## src/rtl/osd_pkg.sv

```systemverilog
// osd_pkg: shared types and constants of the optimizer stop detector
`timescale 1ns / 1ps

package osd_pkg;

   localparam int GEN_WIDTH       = 16;
   localparam int MASK_WIDTH      = 7;
   localparam int ABS_TOL_WIDTH   = 31;
   localparam int REL_TOL_WIDTH   = 16;
   localparam int REL_FRAC_BITS   = 16;
   localparam int LIMIT_WIDTH     = 16;
   localparam int TARGET_WIDTH    = 32;
   localparam int CSR_DATA_WIDTH  = 32;
   localparam int CSR_INDEX_WIDTH = 3;
   localparam int REASON_WIDTH    = 3;

   localparam int QUEUE_DEPTH       = 8;
   localparam int QUEUE_PTR_WIDTH   = $clog2(QUEUE_DEPTH);
   localparam int QUEUE_COUNT_WIDTH = $clog2(QUEUE_DEPTH + 1);

   // enable mask bit positions
   localparam int EN_GENERATIONS = 0;
   localparam int EN_AVG_STALL   = 1;
   localparam int EN_BEST_STALL  = 2;
   localparam int EN_AVG_REL     = 3;
   localparam int EN_BEST_REL    = 4;
   localparam int EN_UPPER       = 5;
   localparam int EN_LOWER       = 6;

   typedef enum logic [CSR_INDEX_WIDTH-1:0] {
      CSR_ENABLE_MASK     = 3'd0,
      CSR_MAX_GENERATIONS = 3'd1,
      CSR_ABS_TOLERANCE   = 3'd2,
      CSR_REL_TOLERANCE   = 3'd3,
      CSR_STALL_LIMIT     = 3'd4,
      CSR_UPPER_TARGET    = 3'd5,
      CSR_LOWER_TARGET    = 3'd6
   } csr_index_type;

   typedef enum logic [REASON_WIDTH-1:0] {
      REASON_CONTINUE    = 3'd0,
      REASON_GENERATIONS = 3'd1,
      REASON_AVG_STALL   = 3'd2,
      REASON_BEST_STALL  = 3'd3,
      REASON_AVG_REL     = 3'd4,
      REASON_BEST_REL    = 3'd5,
      REASON_UPPER       = 3'd6,
      REASON_LOWER       = 3'd7
   } reason_type;

   typedef struct packed {
      logic [MASK_WIDTH-1:0]    enable_mask;
      logic [GEN_WIDTH-1:0]     max_generations;
      logic [ABS_TOL_WIDTH-1:0] abs_tolerance;
      logic [REL_TOL_WIDTH-1:0] rel_tolerance;
      logic [LIMIT_WIDTH-1:0]   stall_limit;
      logic [TARGET_WIDTH-1:0]  upper_target;
      logic [TARGET_WIDTH-1:0]  lower_target;
   } cfg_type;

   // classified item handed from front to back
   typedef struct packed {
      logic cmd;
      logic gen_hit;
      logic avg_abs_stall;
      logic best_abs_stall;
      logic avg_rel_stall;
      logic best_rel_stall;
      logic upper_hit;
      logic lower_hit;
   } flags_type;

endpackage

```

## src/rtl/osd_if.sv

```systemverilog
// osd_if: valid/ready channel interfaces for items and results
`timescale 1ns / 1ps

interface osd_req_if #(
   parameter int VALUE_WIDTH = 32
);
   logic                          valid;
   logic                          ready;
   logic                          cmd;
   logic [15:0]                   generation;
   logic signed [VALUE_WIDTH-1:0] old_best;
   logic signed [VALUE_WIDTH-1:0] new_best;
   logic signed [VALUE_WIDTH-1:0] old_average;
   logic signed [VALUE_WIDTH-1:0] new_average;

   modport source (
      output valid, cmd, generation, old_best, new_best, old_average, new_average,
      input  ready
   );
   modport sink (
      input  valid, cmd, generation, old_best, new_best, old_average, new_average,
      output ready
   );
endinterface

interface osd_rsp_if;
   logic       valid;
   logic       ready;
   logic [2:0] stop_reason;

   modport source (
      output valid, stop_reason,
      input  ready
   );
   modport sink (
      input  valid, stop_reason,
      output ready
   );
endinterface

```

## src/rtl/optimizer_stop_detector.sv

```systemverilog
// optimizer_stop_detector: top level with control registers, front, queue and back
//
//   channel  direction  handshake           payload
//   req_bus  in         valid/ready         cmd, generation, old/new best, old/new average
//   rsp_bus  out        valid/ready         stop_reason
//   csr_*    in         csr_write_enable    csr_index, csr_write_data
//
// one item per cycle sustained while the credit window keeps req_bus ready
// the path is two classify stages (subtract; magnitude and multiply), a compare, one queue slot, one result register
// reset clears the stall counters, the queue and the credit count, and loads register defaults
// an eight-entry credit window bounds items in flight; a stalled rsp_bus fills it, then req_bus stalls
`timescale 1ns / 1ps

module optimizer_stop_detector import osd_pkg::*; #(
   parameter int VALUE_WIDTH = 32,
   parameter int COUNT_WIDTH = 16
) (
   input  logic                       clock,
   input  logic                       reset,
   osd_req_if.sink                    req_bus,
   osd_rsp_if.source                  rsp_bus,
   input  logic                       csr_write_enable,
   input  logic [CSR_INDEX_WIDTH-1:0] csr_index,
   input  logic [CSR_DATA_WIDTH-1:0]  csr_write_data
);

   cfg_type   cfg_ff;
   logic      push;
   flags_type push_entry;
   logic      head_valid;
   flags_type head_entry;
   logic      pop;

   always_ff @(posedge clock) begin
      if (reset) begin
         cfg_ff.enable_mask     <= MASK_WIDTH'(1);
         cfg_ff.max_generations <= GEN_WIDTH'(1000);
         cfg_ff.abs_tolerance   <= ABS_TOL_WIDTH'(65);
         cfg_ff.rel_tolerance   <= REL_TOL_WIDTH'(66);
         cfg_ff.stall_limit     <= LIMIT_WIDTH'(50);
         cfg_ff.upper_target    <= {1'b0, {(TARGET_WIDTH-1){1'b1}}};
         cfg_ff.lower_target    <= {1'b1, {(TARGET_WIDTH-1){1'b0}}};
      end else if (csr_write_enable) begin
         case (csr_index)
            CSR_ENABLE_MASK: begin
               cfg_ff.enable_mask <= csr_write_data[MASK_WIDTH-1:0];
            end
            CSR_MAX_GENERATIONS: begin
               cfg_ff.max_generations <= csr_write_data[GEN_WIDTH-1:0];
            end
            CSR_ABS_TOLERANCE: begin
               cfg_ff.abs_tolerance <= csr_write_data[ABS_TOL_WIDTH-1:0];
            end
            CSR_REL_TOLERANCE: begin
               cfg_ff.rel_tolerance <= csr_write_data[REL_TOL_WIDTH-1:0];
            end
            CSR_STALL_LIMIT: begin
               cfg_ff.stall_limit <= csr_write_data[LIMIT_WIDTH-1:0];
            end
            CSR_UPPER_TARGET: begin
               cfg_ff.upper_target <= csr_write_data[TARGET_WIDTH-1:0];
            end
            CSR_LOWER_TARGET: begin
               cfg_ff.lower_target <= csr_write_data[TARGET_WIDTH-1:0];
            end
            default: begin
               cfg_ff <= cfg_ff;
            end
         endcase
      end
   end

   osd_front #(
      .VALUE_WIDTH (VALUE_WIDTH)
   ) u_front (
      .clock        (clock),
      .reset        (reset),
      .cfg          (cfg_ff),
      .req          (req_bus),
      .release_item (pop),
      .push         (push),
      .push_entry   (push_entry)
   );

   osd_queue u_queue (
      .clock      (clock),
      .reset      (reset),
      .push       (push),
      .push_entry (push_entry),
      .pop        (pop),
      .head_valid (head_valid),
      .head_entry (head_entry)
   );

   osd_back #(
      .COUNT_WIDTH (COUNT_WIDTH)
   ) u_back (
      .clock      (clock),
      .reset      (reset),
      .cfg        (cfg_ff),
      .head_valid (head_valid),
      .head_entry (head_entry),
      .pop        (pop),
      .rsp        (rsp_bus)
   );

endmodule

```

## src/rtl/osd_front.sv

```systemverilog
// osd_front: accepts items and classifies them in a two-stage pipeline
`timescale 1ns / 1ps

module osd_front import osd_pkg::*; #(
   parameter int VALUE_WIDTH = 32
) (
   input  logic       clock,
   input  logic       reset,
   input  cfg_type    cfg,
   osd_req_if.sink    req,
   input  logic       release_item,
   output logic       push,
   output flags_type  push_entry
);

   localparam int ABS_CMP_WIDTH =
      (VALUE_WIDTH > ABS_TOL_WIDTH) ? VALUE_WIDTH : ABS_TOL_WIDTH;
   localparam int TGT_CMP_WIDTH =
      (VALUE_WIDTH > TARGET_WIDTH) ? VALUE_WIDTH : TARGET_WIDTH;
   localparam int PROD_WIDTH = VALUE_WIDTH + REL_TOL_WIDTH;

   logic accept;
   logic [QUEUE_COUNT_WIDTH-1:0] pending_ff, pending_in;

   // stage 1
   logic                          s1_valid_ff;
   flags_type                     s1_flags_ff, s1_flags_in;
   logic signed [VALUE_WIDTH:0]   s1_avg_diff_ff, s1_avg_diff_in;
   logic signed [VALUE_WIDTH:0]   s1_best_diff_ff, s1_best_diff_in;
   logic [VALUE_WIDTH-1:0]        s1_avg_mag_ff, s1_avg_mag_in;
   logic [VALUE_WIDTH-1:0]        s1_best_mag_ff, s1_best_mag_in;
   logic signed [TGT_CMP_WIDTH-1:0] nb_ext, upper_ext, lower_ext;

   // stage 2
   logic                    s2_valid_ff;
   flags_type               s2_flags_ff;
   logic [VALUE_WIDTH-1:0]  s2_avg_abs_ff, s2_avg_abs_in;
   logic [VALUE_WIDTH-1:0]  s2_best_abs_ff, s2_best_abs_in;
   logic [PROD_WIDTH-1:0]   s2_avg_prod_ff, s2_avg_prod_in;
   logic [PROD_WIDTH-1:0]   s2_best_prod_ff, s2_best_prod_in;

   // credits cover both stages and the queue
   assign req.ready = (pending_ff < QUEUE_COUNT_WIDTH'(QUEUE_DEPTH));
   assign accept    = req.valid && req.ready;

   always_comb begin
      pending_in = pending_ff;
      if (accept && !release_item) begin
         pending_in = pending_ff + QUEUE_COUNT_WIDTH'(1);
      end else if (!accept && release_item) begin
         pending_in = pending_ff - QUEUE_COUNT_WIDTH'(1);
      end
   end

   always_comb begin
      nb_ext    = TGT_CMP_WIDTH'(req.new_best);
      upper_ext = TGT_CMP_WIDTH'($signed(cfg.upper_target));
      lower_ext = TGT_CMP_WIDTH'($signed(cfg.lower_target));

      s1_flags_in           = '0;
      s1_flags_in.cmd       = req.cmd;
      s1_flags_in.gen_hit   = (req.generation >= cfg.max_generations);
      s1_flags_in.upper_hit = (nb_ext >= upper_ext);
      s1_flags_in.lower_hit = (lower_ext >= nb_ext);

      s1_avg_diff_in  = (VALUE_WIDTH+1)'(req.old_average) - (VALUE_WIDTH+1)'(req.new_average);
      s1_best_diff_in = (VALUE_WIDTH+1)'(req.old_best) - (VALUE_WIDTH+1)'(req.new_best);
      s1_avg_mag_in   = req.old_average[VALUE_WIDTH-1] ? VALUE_WIDTH'(-req.old_average)
                                                       : VALUE_WIDTH'(req.old_average);
      s1_best_mag_in  = req.old_best[VALUE_WIDTH-1] ? VALUE_WIDTH'(-req.old_best)
                                                    : VALUE_WIDTH'(req.old_best);
   end

   always_comb begin
      s2_avg_abs_in   = s1_avg_diff_ff[VALUE_WIDTH] ? VALUE_WIDTH'(-s1_avg_diff_ff)
                                                    : VALUE_WIDTH'(s1_avg_diff_ff);
      s2_best_abs_in  = s1_best_diff_ff[VALUE_WIDTH] ? VALUE_WIDTH'(-s1_best_diff_ff)
                                                     : VALUE_WIDTH'(s1_best_diff_ff);
      s2_avg_prod_in  = PROD_WIDTH'(cfg.rel_tolerance) * PROD_WIDTH'(s1_avg_mag_ff);
      s2_best_prod_in = PROD_WIDTH'(cfg.rel_tolerance) * PROD_WIDTH'(s1_best_mag_ff);
   end

   always_ff @(posedge clock) begin
      if (reset) begin
         pending_ff  <= '0;
         s1_valid_ff <= 1'b0;
         s2_valid_ff <= 1'b0;
      end else begin
         pending_ff  <= pending_in;
         s1_valid_ff <= accept;
         s2_valid_ff <= s1_valid_ff;
      end
      s1_flags_ff     <= s1_flags_in;
      s1_avg_diff_ff  <= s1_avg_diff_in;
      s1_best_diff_ff <= s1_best_diff_in;
      s1_avg_mag_ff   <= s1_avg_mag_in;
      s1_best_mag_ff  <= s1_best_mag_in;
      s2_flags_ff     <= s1_flags_ff;
      s2_avg_abs_ff   <= s2_avg_abs_in;
      s2_best_abs_ff  <= s2_best_abs_in;
      s2_avg_prod_ff  <= s2_avg_prod_in;
      s2_best_prod_ff <= s2_best_prod_in;
   end

   always_comb begin
      push_entry = s2_flags_ff;
      push_entry.avg_abs_stall  =
         ABS_CMP_WIDTH'(s2_avg_abs_ff) < ABS_CMP_WIDTH'(cfg.abs_tolerance);
      push_entry.best_abs_stall =
         ABS_CMP_WIDTH'(s2_best_abs_ff) < ABS_CMP_WIDTH'(cfg.abs_tolerance);
      // |diff| * 65536 < tol * |old|
      push_entry.avg_rel_stall  =
         {s2_avg_abs_ff, {REL_FRAC_BITS{1'b0}}} < s2_avg_prod_ff;
      push_entry.best_rel_stall =
         {s2_best_abs_ff, {REL_FRAC_BITS{1'b0}}} < s2_best_prod_ff;
   end

   assign push = s2_valid_ff;

endmodule

```

## src/rtl/osd_queue.sv

```systemverilog
// osd_queue: short queue of classified items between front and back
`timescale 1ns / 1ps

module osd_queue import osd_pkg::*; (
   input  logic      clock,
   input  logic      reset,
   input  logic      push,
   input  flags_type push_entry,
   input  logic      pop,
   output logic      head_valid,
   output flags_type head_entry
);

   flags_type                    entry_ff [QUEUE_DEPTH];
   logic [QUEUE_PTR_WIDTH-1:0]   wr_ptr_ff, rd_ptr_ff;
   logic [QUEUE_COUNT_WIDTH-1:0] count_ff, count_in;
   logic                         do_push, do_pop;

   assign do_push = push && (count_ff < QUEUE_COUNT_WIDTH'(QUEUE_DEPTH));
   assign do_pop  = pop && (count_ff != '0);

   always_comb begin
      count_in = count_ff;
      if (do_push && !do_pop) begin
         count_in = count_ff + QUEUE_COUNT_WIDTH'(1);
      end else if (!do_push && do_pop) begin
         count_in = count_ff - QUEUE_COUNT_WIDTH'(1);
      end
   end

   always_ff @(posedge clock) begin
      if (reset) begin
         wr_ptr_ff <= '0;
         rd_ptr_ff <= '0;
         count_ff  <= '0;
      end else begin
         count_ff <= count_in;
         if (do_push) begin
            wr_ptr_ff <= wr_ptr_ff + QUEUE_PTR_WIDTH'(1);
         end
         if (do_pop) begin
            rd_ptr_ff <= rd_ptr_ff + QUEUE_PTR_WIDTH'(1);
         end
      end
      if (do_push) begin
         entry_ff[wr_ptr_ff] <= push_entry;
      end
   end

   assign head_valid = (count_ff != '0);
   assign head_entry = entry_ff[rd_ptr_ff];

endmodule

```

## src/rtl/osd_back.sv

```systemverilog
// osd_back: stall counters, priority decision and result register
`timescale 1ns / 1ps

module osd_back import osd_pkg::*; #(
   parameter int COUNT_WIDTH = 16
) (
   input  logic      clock,
   input  logic      reset,
   input  cfg_type   cfg,
   input  logic      head_valid,
   input  flags_type head_entry,
   output logic      pop,
   osd_rsp_if.source rsp
);

   localparam int CMP_WIDTH = (COUNT_WIDTH > LIMIT_WIDTH) ? COUNT_WIDTH : LIMIT_WIDTH;

   logic [COUNT_WIDTH-1:0] avg_cnt_ff, avg_cnt_in;
   logic [COUNT_WIDTH-1:0] best_cnt_ff, best_cnt_in;
   logic [COUNT_WIDTH-1:0] avg_rel_cnt_ff, avg_rel_cnt_in;
   logic [COUNT_WIDTH-1:0] best_rel_cnt_ff, best_rel_cnt_in;
   logic                   rsp_valid_ff;
   reason_type             reason_ff, reason_in;
   logic                   go;

   function automatic logic [COUNT_WIDTH-1:0] stall_next(
      input logic [COUNT_WIDTH-1:0] cnt,
      input logic                   stalled
   );
      logic [COUNT_WIDTH-1:0] res;
      res = '0;
      if (stalled) begin
         res = (cnt == '1) ? cnt : cnt + COUNT_WIDTH'(1);
      end
      return res;
   endfunction

   function automatic logic fires(
      input logic [COUNT_WIDTH-1:0] cnt,
      input logic [LIMIT_WIDTH-1:0] limit
   );
      return CMP_WIDTH'(cnt) >= CMP_WIDTH'(limit);
   endfunction

   assign pop = head_valid && (!rsp_valid_ff || rsp.ready);

   always_comb begin
      avg_cnt_in      = avg_cnt_ff;
      best_cnt_in     = best_cnt_ff;
      avg_rel_cnt_in  = avg_rel_cnt_ff;
      best_rel_cnt_in = best_rel_cnt_ff;
      reason_in       = REASON_CONTINUE;
      go              = 1'b1;
      if (head_entry.cmd) begin
         // restart
         avg_cnt_in      = '0;
         best_cnt_in     = '0;
         avg_rel_cnt_in  = '0;
         best_rel_cnt_in = '0;
      end else begin
         if (cfg.enable_mask[EN_GENERATIONS] && head_entry.gen_hit) begin
            reason_in = REASON_GENERATIONS;
            go        = 1'b0;
         end
         if (go && cfg.enable_mask[EN_AVG_STALL]) begin
            avg_cnt_in = stall_next(avg_cnt_ff, head_entry.avg_abs_stall);
            if (fires(avg_cnt_in, cfg.stall_limit)) begin
               reason_in = REASON_AVG_STALL;
               go        = 1'b0;
            end
         end
         if (go && cfg.enable_mask[EN_BEST_STALL]) begin
            best_cnt_in = stall_next(best_cnt_ff, head_entry.best_abs_stall);
            if (fires(best_cnt_in, cfg.stall_limit)) begin
               reason_in = REASON_BEST_STALL;
               go        = 1'b0;
            end
         end
         if (go && cfg.enable_mask[EN_AVG_REL]) begin
            avg_rel_cnt_in = stall_next(avg_rel_cnt_ff, head_entry.avg_rel_stall);
            if (fires(avg_rel_cnt_in, cfg.stall_limit)) begin
               reason_in = REASON_AVG_REL;
               go        = 1'b0;
            end
         end
         if (go && cfg.enable_mask[EN_BEST_REL]) begin
            best_rel_cnt_in = stall_next(best_rel_cnt_ff, head_entry.best_rel_stall);
            if (fires(best_rel_cnt_in, cfg.stall_limit)) begin
               reason_in = REASON_BEST_REL;
               go        = 1'b0;
            end
         end
         if (go && cfg.enable_mask[EN_UPPER] && head_entry.upper_hit) begin
            reason_in = REASON_UPPER;
            go        = 1'b0;
         end
         if (go && cfg.enable_mask[EN_LOWER] && head_entry.lower_hit) begin
            reason_in = REASON_LOWER;
         end
      end
   end

   always_ff @(posedge clock) begin
      if (reset) begin
         avg_cnt_ff      <= '0;
         best_cnt_ff     <= '0;
         avg_rel_cnt_ff  <= '0;
         best_rel_cnt_ff <= '0;
         rsp_valid_ff    <= 1'b0;
      end else begin
         if (pop) begin
            avg_cnt_ff      <= avg_cnt_in;
            best_cnt_ff     <= best_cnt_in;
            avg_rel_cnt_ff  <= avg_rel_cnt_in;
            best_rel_cnt_ff <= best_rel_cnt_in;
            rsp_valid_ff    <= 1'b1;
         end else if (rsp.ready) begin
            rsp_valid_ff <= 1'b0;
         end
      end
      if (pop) begin
         reason_ff <= reason_in;
      end
   end

   assign rsp.valid       = rsp_valid_ff;
   assign rsp.stop_reason = reason_ff;

endmodule

```

## src/flat_wrapper.sv

```systemverilog
// flat-port wrapper written by rule: the top's interface ports become plain ports
module optimizer_stop_detector_flat import osd_pkg::*;
#(
   parameter int VALUE_WIDTH = 32,
   parameter int COUNT_WIDTH = 16
)
  (clock, reset, csr_write_enable, csr_index, csr_write_data, req_bus_valid, req_bus_cmd, req_bus_generation, req_bus_old_best, req_bus_new_best, req_bus_old_average, req_bus_new_average, req_bus_ready, rsp_bus_valid, rsp_bus_stop_reason, rsp_bus_ready);
  osd_req_if #(.VALUE_WIDTH(VALUE_WIDTH)) req_bus_i ();
  osd_rsp_if rsp_bus_i ();
  input  logic clock;
  input  logic reset;
  input  logic csr_write_enable;
  input  logic [CSR_INDEX_WIDTH-1:0] csr_index;
  input  logic [CSR_DATA_WIDTH-1:0] csr_write_data;
  input wire logic [$bits(req_bus_i.valid)-1:0] req_bus_valid;
  input wire logic [$bits(req_bus_i.cmd)-1:0] req_bus_cmd;
  input wire logic [$bits(req_bus_i.generation)-1:0] req_bus_generation;
  input wire logic [$bits(req_bus_i.old_best)-1:0] req_bus_old_best;
  input wire logic [$bits(req_bus_i.new_best)-1:0] req_bus_new_best;
  input wire logic [$bits(req_bus_i.old_average)-1:0] req_bus_old_average;
  input wire logic [$bits(req_bus_i.new_average)-1:0] req_bus_new_average;
  output wire logic [$bits(req_bus_i.ready)-1:0] req_bus_ready;
  output wire logic [$bits(rsp_bus_i.valid)-1:0] rsp_bus_valid;
  output wire logic [$bits(rsp_bus_i.stop_reason)-1:0] rsp_bus_stop_reason;
  input wire logic [$bits(rsp_bus_i.ready)-1:0] rsp_bus_ready;
  assign req_bus_i.valid = req_bus_valid;
  assign req_bus_i.cmd = req_bus_cmd;
  assign req_bus_i.generation = req_bus_generation;
  assign req_bus_i.old_best = req_bus_old_best;
  assign req_bus_i.new_best = req_bus_new_best;
  assign req_bus_i.old_average = req_bus_old_average;
  assign req_bus_i.new_average = req_bus_new_average;
  assign req_bus_ready = req_bus_i.ready;
  assign rsp_bus_valid = rsp_bus_i.valid;
  assign rsp_bus_stop_reason = rsp_bus_i.stop_reason;
  assign rsp_bus_i.ready = rsp_bus_ready;
  optimizer_stop_detector #(.VALUE_WIDTH(VALUE_WIDTH), .COUNT_WIDTH(COUNT_WIDTH)) u_core (.clock(clock), .reset(reset), .req_bus(req_bus_i), .rsp_bus(rsp_bus_i), .csr_write_enable(csr_write_enable), .csr_index(csr_index), .csr_write_data(csr_write_data));
endmodule
```

## config.mk

```make
export PLATFORM = sky130hd
export DESIGN_NAME = optimizer_stop_detector_flat
export DESIGN_NICKNAME = d
export VERILOG_FILES = /design/src/rtl/osd_pkg.sv /design/src/rtl/osd_if.sv /design/src/rtl/optimizer_stop_detector.sv /design/src/rtl/osd_front.sv /design/src/rtl/osd_queue.sv /design/src/rtl/osd_back.sv /design/src/flat_wrapper.sv
export SDC_FILE = /design/constraint.sdc
export NUM_CORES = 2
export LEC_CHECK = 0
export ABC_AREA = 1
export BUFFER_PORTS_ARGS = -buffer_cell sky130_fd_sc_hd__buf_4
export CORE_MARGIN = 2
export CORE_UTILIZATION = 42
export CTS_CLUSTER_DIAMETER = 80
export CTS_CLUSTER_SIZE = 8
export DETAILED_ROUTE_END_ITERATION = 10
export HOLD_SLACK_MARGIN = 0.12
export PLACE_DENSITY = 0.67
export SYNTH_ARGS = -nofsm -noshare
export SYNTH_HDL_FRONTEND = slang
export SYNTH_SLANG_ARGS = --single-unit
```

## constraint.sdc

```tcl
create_clock -name clock -period 6 [get_ports clock]
set_input_delay 0.3 -clock clock [delete_from_list [all_inputs] [get_ports clock]]
set_output_delay 0.3 -clock clock [all_outputs]
set_load 0.02 [all_outputs]
```

After elaboration in Yosys (flattened, before gate mapping) --
Memory sizes are Yosys's and may differ from the RTL's. A register that Yosys moved wholly into a read port is not among the register bits. Cells that the tools add are included.
Word-level totals: register bits after elaboration 532, memory bits (writable) 64, output and inout port bits 5, logic and storage cells 188, memories 1
Operators by class: add/subtract/negate cells 16, multiply operators 2, magnitude comparators 13, eq/ne operators 10, mux-type cells 66, reduce and logical (&&, ||, !) cells 43
Memory list:
- u_core.u_queue.entry_ff | depth 8, width 8, read ports 1, clocked after memory_dff 1, wr ports 1, line osd_queue.sv:14 | flags_type entry_ff [QUEUE_DEPTH];
Operators with widths (number):
- 2-to-1 mux 16 bit | 24
- negation 32 bit | 4
- < comparator 48 bit | 2
- multiplier 16 x 32 -> 48 bit | 2
- greater-or-equal comparator 16 bit | 5
- subtractor 32 x 32 -> 33 bit | 2
- adder 16 x 1 -> 16 bit (second input constant) | 4
- == test 16 bit (second input constant) | 4
- greater-or-equal comparator 32 bit | 2
- < comparator 32 x 31 -> 1 bit | 2
- 2-to-1 mux 32 bit | 2
- 2-to-1 mux 31 bit | 2
- 2-to-1 mux 3 bit | 13
- AND reduction 2 bit | 11
- 2-to-1 mux 1 bit | 21
- logical AND 1 bit | 17
- 2-to-1 mux 4 bit | 4
- nonzero test 2 bit | 7
- == test 3 bit (second input constant) | 3
- adder 4 x 1 -> 4 bit (second input constant) | 2
- < comparator 4 bit (second input constant) | 2
- subtractor 4 x 1 -> 4 bit (second input constant) | 2
- adder 3 x 1 -> 3 bit (second input constant) | 2
- == test 3 x 2 -> 1 bit (second input constant) | 2
- 5 further kinds | 9

Depth between registers and ports, before layout --
word-level depth 38, mapped depth 31

Modules after synthesis --
Synthesis repeated with hierarchy kept, for this count alone.
Second synthesis, totals: cell total of the unflattened synthesis 9747, area, all modules 69975.9 um^2
Modules (own cells, without submodules):
- osd_front | instances 1, cells an instance 7629, area each 54537.3 um^2
- osd_back | instances 1, cells an instance 994, area each 6401.1 um^2
- optimizer_stop_detector | instances 1, cells an instance 818, area each 5778.0 um^2
- osd_queue | instances 1, cells an instance 306, area each 3259.4 um^2

Worst setup path before layout --
OpenSTA, ideal clock, no wires.
path kind reg2reg, from register u_core.cfg_ff[89] in the netlist's numbering, to register u_core.u_front.s2_avg_prod_ff[42], library setup time 0.117 ns, arrival time 5.673 ns, data required time 5.883 ns, setup slack 0.210 ns, stages on the path, launching flop included 27, path buffers 2, clock period less this slack 5.790 ns, path through dfxtp_1 -> clkbuf_1 -> clkbuf_1 -> nand2_1 -> fa_1 -> inv_1 -> fa_1 -> inv_1 -> fa_1 -> inv_1 -> fa_1 -> fa_1 -> inv_1 -> fa_1 -> inv_1 -> ha_1 -> nand2_1 -> nor2_1 -> inv_1 -> o21ai_0 -> nand3_1 -> o211ai_1 -> nand3_1 -> a21boi_0 -> nor2_1 -> nand2_1 -> nand2_1
On the way: word-level cells in the longest chain between the ends 1
Ends and longest elaborated chain:
- start, declared | line optimizer_stop_detector.sv:27 | cfg_type cfg_ff;
- start signal, assigned | line optimizer_stop_detector.sv:67 | cfg_ff <= cfg_ff;
- multiplier 16 x 32 -> 48 bit | line osd_front.sv:79 | s2_avg_prod_in = PROD_WIDTH'(cfg.rel_tolerance) * PROD_WIDTH'(s1_avg_mag_ff);
- net u_core.u_front.s2_avg_prod_in[42] | line osd_front.sv:39 | logic [PROD_WIDTH-1:0] s2_avg_prod_ff, s2_avg_prod_in;
- end signal, assigned | line osd_front.sv:101 | s2_avg_prod_ff <= s2_avg_prod_in;
- end, declared | line osd_front.sv:39
The timed path passes the listed nets, and every way through them passes these cells. A chain may end at the register's enable or synchronous reset.

Worst setup path after layout --
from register u_core.cfg_ff[87] in the netlist's numbering, to register u_core.u_front.s2_best_prod_ff[44]
On the way: word-level cells in the longest chain between the ends 1
Ends and longest elaborated chain:
- multiplier 16 x 32 -> 48 bit | line osd_front.sv:80 | s2_best_prod_in = PROD_WIDTH'(cfg.rel_tolerance) * PROD_WIDTH'(s1_best_mag_ff);
- net u_core.u_front.s2_best_prod_in[44] | line osd_front.sv:40 | logic [PROD_WIDTH-1:0] s2_best_prod_ff, s2_best_prod_in;
- end signal, assigned | line osd_front.sv:102 | s2_best_prod_ff <= s2_best_prod_in;
- end, declared | line osd_front.sv:40
The timed path passes the listed nets, and every way through them passes these cells.

==> metrics.md <==
| Metric | Value |
|---|---|
| Crit path largest cell delay | ~600 ps |
| CTS tree | built |
| Maximum clock path buffer count | 3 |
| Endpoints failing setup | 0 |
| Placement-stage cell area | a little over 70000 µm² |
| Nets | ~10k |
| Top Ports | 190 |
| Crit path max fanout | 14 |
| GRT overflow | 0 |
| Clock Skew | around 69 ps |
| Layout filler cell count | 14.6k |
| Clock Root Buffer | clkbuf_16 |
| Outcome | complete, no violations |
| Pin slew with the least headroom to its limit | 1060 ps |
| Ranking of synthesized cells by area | fa_1 26%, dfxtp_1 16%, inv_1 11% |
| Number of nets with antenna violations after routing | 0 |
| Clock Latency Late Sink | a little over 700 ps |
| WL per Instance | ~19 µm |
| Syn Area/Cell | around 7.8 µm² |
| Reg-to-Reg Start | u_core.cfg_ff[87] |
| Starting Density | a little over two fifths |
| Syn Inst Count | between 8k and 9k |
| HP Start | req_bus_new_average[14] |
| First-pass GRT wire length | approximately 320 mm |
| EDFF count, synth | 67 |
| Switch Pwr | between 0.01 and 0.015 W |
| Drt first-iter violations | 4337 |
| Fin cells | around 11k |
| Via count | between 50k and 60k |
| Critical path's slowest cell | fa_1 |
| Sequential share of the synthesized area | between 10% and 20% |
| P_int | roughly 0.014 W |
| Max cap viols | 0 |
| DRT Pass-1 Iters | 6 |
| Hold_ws | 162 ps |
| Post-synth top area share | between 20% and 30% |
| Worst endpoint required time | 6570 ps |
| DRT Wirelength | ~210 mm |
| Rows | around 140 |
| Critical Path Start | u_core.cfg_ff[87] |
| Primary FF master, synth | dfxtp_1 |
| Sw Ratio | between 40% and 50% |
| Core box area | about 150000 µm² |
| Final period util | 97.6% |
| Synthesized flop and latch total | between 500 and 600 |
| Final min period | 5860 ps |
| Post-DP HPWL | 164 mm |
| Vias in the first global route | between 50k and 60k |
| Via-to-Cell Ratio | 5.14 |
| Syn Std Cell Area | 65500 µm² |
| Die height | 399 µm |
| Clock Pin Slew Worst Setup and Hold Paths | around 60 ps |
| Inserted Clock Buffers | between 80 and 90 |
| Crit path buf inv count | 5 |
| Remaining DRCs | 0 |
| H-tree depth | 3 |
| Clock Power Share | around 18% |
| GPL Wtd Cong | about 0.94 |
| Worst EP arrival | ~6400 ps |
| Input/output buffers | about 190 |
| RSZ-0062 raised after global routing | yes |
| Largest net degree at the start of global routing | 100 |
| Crit path kind | reg2reg |
| Critical path capture point type | flop |
| Min-delay worst type | in2reg |
| Synth cell count leaders | 1969 x inv_1, 1814 x nand2_1, 840 x fa_1 |
| Layout cells sized above 1 | between 10% and 20% |
| Standby leakage power | between 30 and 40 nW |
| Synth unique cells | 74 |
| Chip Width | between 300 and 400 µm |
| Cell family with most CP delay | adder cells |
| Mapped Nets | 10.1k |
| Sink Count | between 500 and 600 |
| CP most frequent cell | fa_1 |
| Antenna violations before repair | 9 |
| Total GRT Usage | 26.0% |
| Final Instance Area | roughly 77000 µm² |
| Max_slew headroom | approximately 28% |
| Cell accounting for the most synthesized area | fa_1 |
| Combinational Power Share | about three fifths |
| Total power per unit cell area | around 340 nW/µm² |
| Ys Warns | 0 |
| Syn-to-layout area delta | 17.4% |
| Most common cell in the netlist | inv_1 |
| Full die area | approximately 160000 µm² |
| Async S/R FF share, synth | 0% |
| Fmax | 171 MHz |
| Crit start category | flop |
| Sequential Power Share | between 20% and 30% |
| Worst-path cell chain | buf_4 > clkbuf_16 > nand2_1 > fa_1 > inv_1 > fa_1 > fa_1 > fa_1 > fa_1 > inv_1 > fa_1 > inv_1 > ha_1 > a21oi_1 > o21a_1 > o21ai_1 > a31oi_1 > o211ai_1 > xor2_1 |
| Final Max Tran Viols | 0 |
| Final Hold Violating Endpoints | 0 |
| Maximum VDD drop | around 0.00031 V |
| DP Cell Count | roughly 11k |
## worst register-to-register path, stage by stage, from the launching register on
cell	delay [ps]
dfxtp_4	380
buf_4	150
clkbuf_16	190
nand2_1	90
fa_1	550
inv_1	50
fa_1	480
fa_1	600
fa_1	460
fa_1	490
inv_1	50
fa_1	470
inv_1	50
ha_1	330
a21oi_1	290
o21a_1	190
o21ai_1	100
a31oi_1	340
o211ai_1	230
xor2_1	190
## stage by stage
| step | util (%) | setup WS (ps) | setup TNS [ps] | power, W |
|---|---|---|---|---|
| floorplan | - | 210 | 0 | 0.0144 |
| global placement | 46.2 | -202 | -1360 | 0.0200 |
| detailed placement | 46.2 | -157 | -998 | 0.0202 |
| CTS | 48.8 | 6.91 | 0 | 0.0252 |
| global route | 49.7 | -60.6 | -417 | 0.0283 |
| finish | 49.8 | 145 | 0 | 0.0263 |
## kinds of logic (layout without fill, tap and decap cells)
family | after synthesis | in the layout | share of synthesized area (%)
AO/OA/AOI/OAI | 1076 | 1076 | 9.30
XOR/XNOR | 296 | 296 | 3.96
flip-flops | 599 | 599 | 19.3
adder cells (fa/ha/maj) | 1428 | 1428 | 36.9
buffers and inverters | 2317 | 2787 | 13.5
AND/OR/NAND/NOR | 2727 | 2727 | 17.0
other | 0 | 10 | 0
## repair_timing
item                                    4_1_cts  5_1_grt
hold buffers                                141        0
pin swaps                                     1       54
resized for setup                            33      216
setup buffers                                 1       20
gates cloned                                  1       11
endpoints found under the setup margin       26       49
endpoints found under the hold margin       268        0
## routing by layer
layer  vias up  global-route usage, %  part of all wire [%]
li1      26500                      -                     -
met1     27400                   33.3                    41
met2      1929                   44.3                    48
met3       456                   3.94                   6.7
met4         2                   9.45                   4.0
met5         -                      0                0.0077
## sequential cells by signal, summed over array words and instances (netlist names), 3 cells and up, named ones only
register,flops
u_core.cfg_ff,150
u_core.u_back.avg_cnt_ff,16
u_core.u_back.avg_rel_cnt_ff,16
u_core.u_back.best_cnt_ff,16
u_core.u_back.best_rel_cnt_ff,16
u_core.u_back.rsp.stop_reason,3
u_core.u_front.pending_ff,4
u_core.u_front.push_entry,4
u_core.u_front.s1_avg_diff_ff,33
u_core.u_front.s1_avg_mag_ff,32
u_core.u_front.s1_best_diff_ff,33
u_core.u_front.s1_best_mag_ff,32
u_core.u_front.s1_flags_ff,4
u_core.u_front.s2_avg_abs_ff,32
u_core.u_front.s2_avg_prod_ff,48
u_core.u_front.s2_best_abs_ff,32
u_core.u_front.s2_best_prod_ff,48
u_core.u_queue.count_ff,4
u_core.u_queue.entry_ff,64
u_core.u_queue.rd_ptr_ff,3
u_core.u_queue.wr_ptr_ff,3
## path summary, 6_finish.rpt
check / slack, ps / to / cells past startpoint
hold / removal: 160 / u_core.u_front.s1_avg_diff_ff[14] / 4
hold reg to reg: 340 / u_core.u_front.s2_best_abs_ff[0] / 0
setup / recovery: 140 / u_core.u_front.s2_best_prod_ff[44] / 19
setup reg to reg: 140 / u_core.u_front.s2_best_prod_ff[44] / 19
## power groups by stage
stage	clock network [W]	logic (W)	registers [W]
after global placement	0	0.0143	0.00575
after detailed placement	0	0.0145	0.00576
final	0.00466	0.0160	0.00570
after CTS	0.00471	0.0148	0.00569
after floorplan	0	0.00906	0.00534
after global routing	0.00489	0.0176	0.00576
## final cells by class
type	count	area, µm²	area share [%]
diodes	10	25.0	0.0326
clock buffers	105	2230	2.91
clock inverters	11	256	0.334
inverters	1989	7470	9.73
multi-input cells	5527	44900	58.4
flip-flops and latches	599	12700	16.6
well taps	2044	2560	3.33
repair buffers	682	6650	8.65
## cells in the final DEF (no fill, tap or decap), types with 13 or more instances in the layout
master         count
inv_1           1967
nand2_1         1801
fa_1             833
ha_1             552
dfxtp_1          499
nor2_1           489
a21oi_1          466
buf_4            449
o21ai_0          289
xor2_1           190
dlygate4sd3_1    141
nand3_1          122
xnor2_1          103
clkbuf_16         97
nor3_1            88
buf_12            72
o211ai_1          71
edfxtp_1          67
nand4_1           53
nor4_1            34
a31oi_1           32
nor2_2            31
ha_4              31
o21ai_1           30
a21oi_2           29
nand2_2           23
dfxtp_2           21
a21o_1            20
o21a_1            19
clkbuf_1          18
nand3b_1          17
inv_2             16
o31ai_1           14
a211oi_1          13
Power figures use the tool's default switching activity.
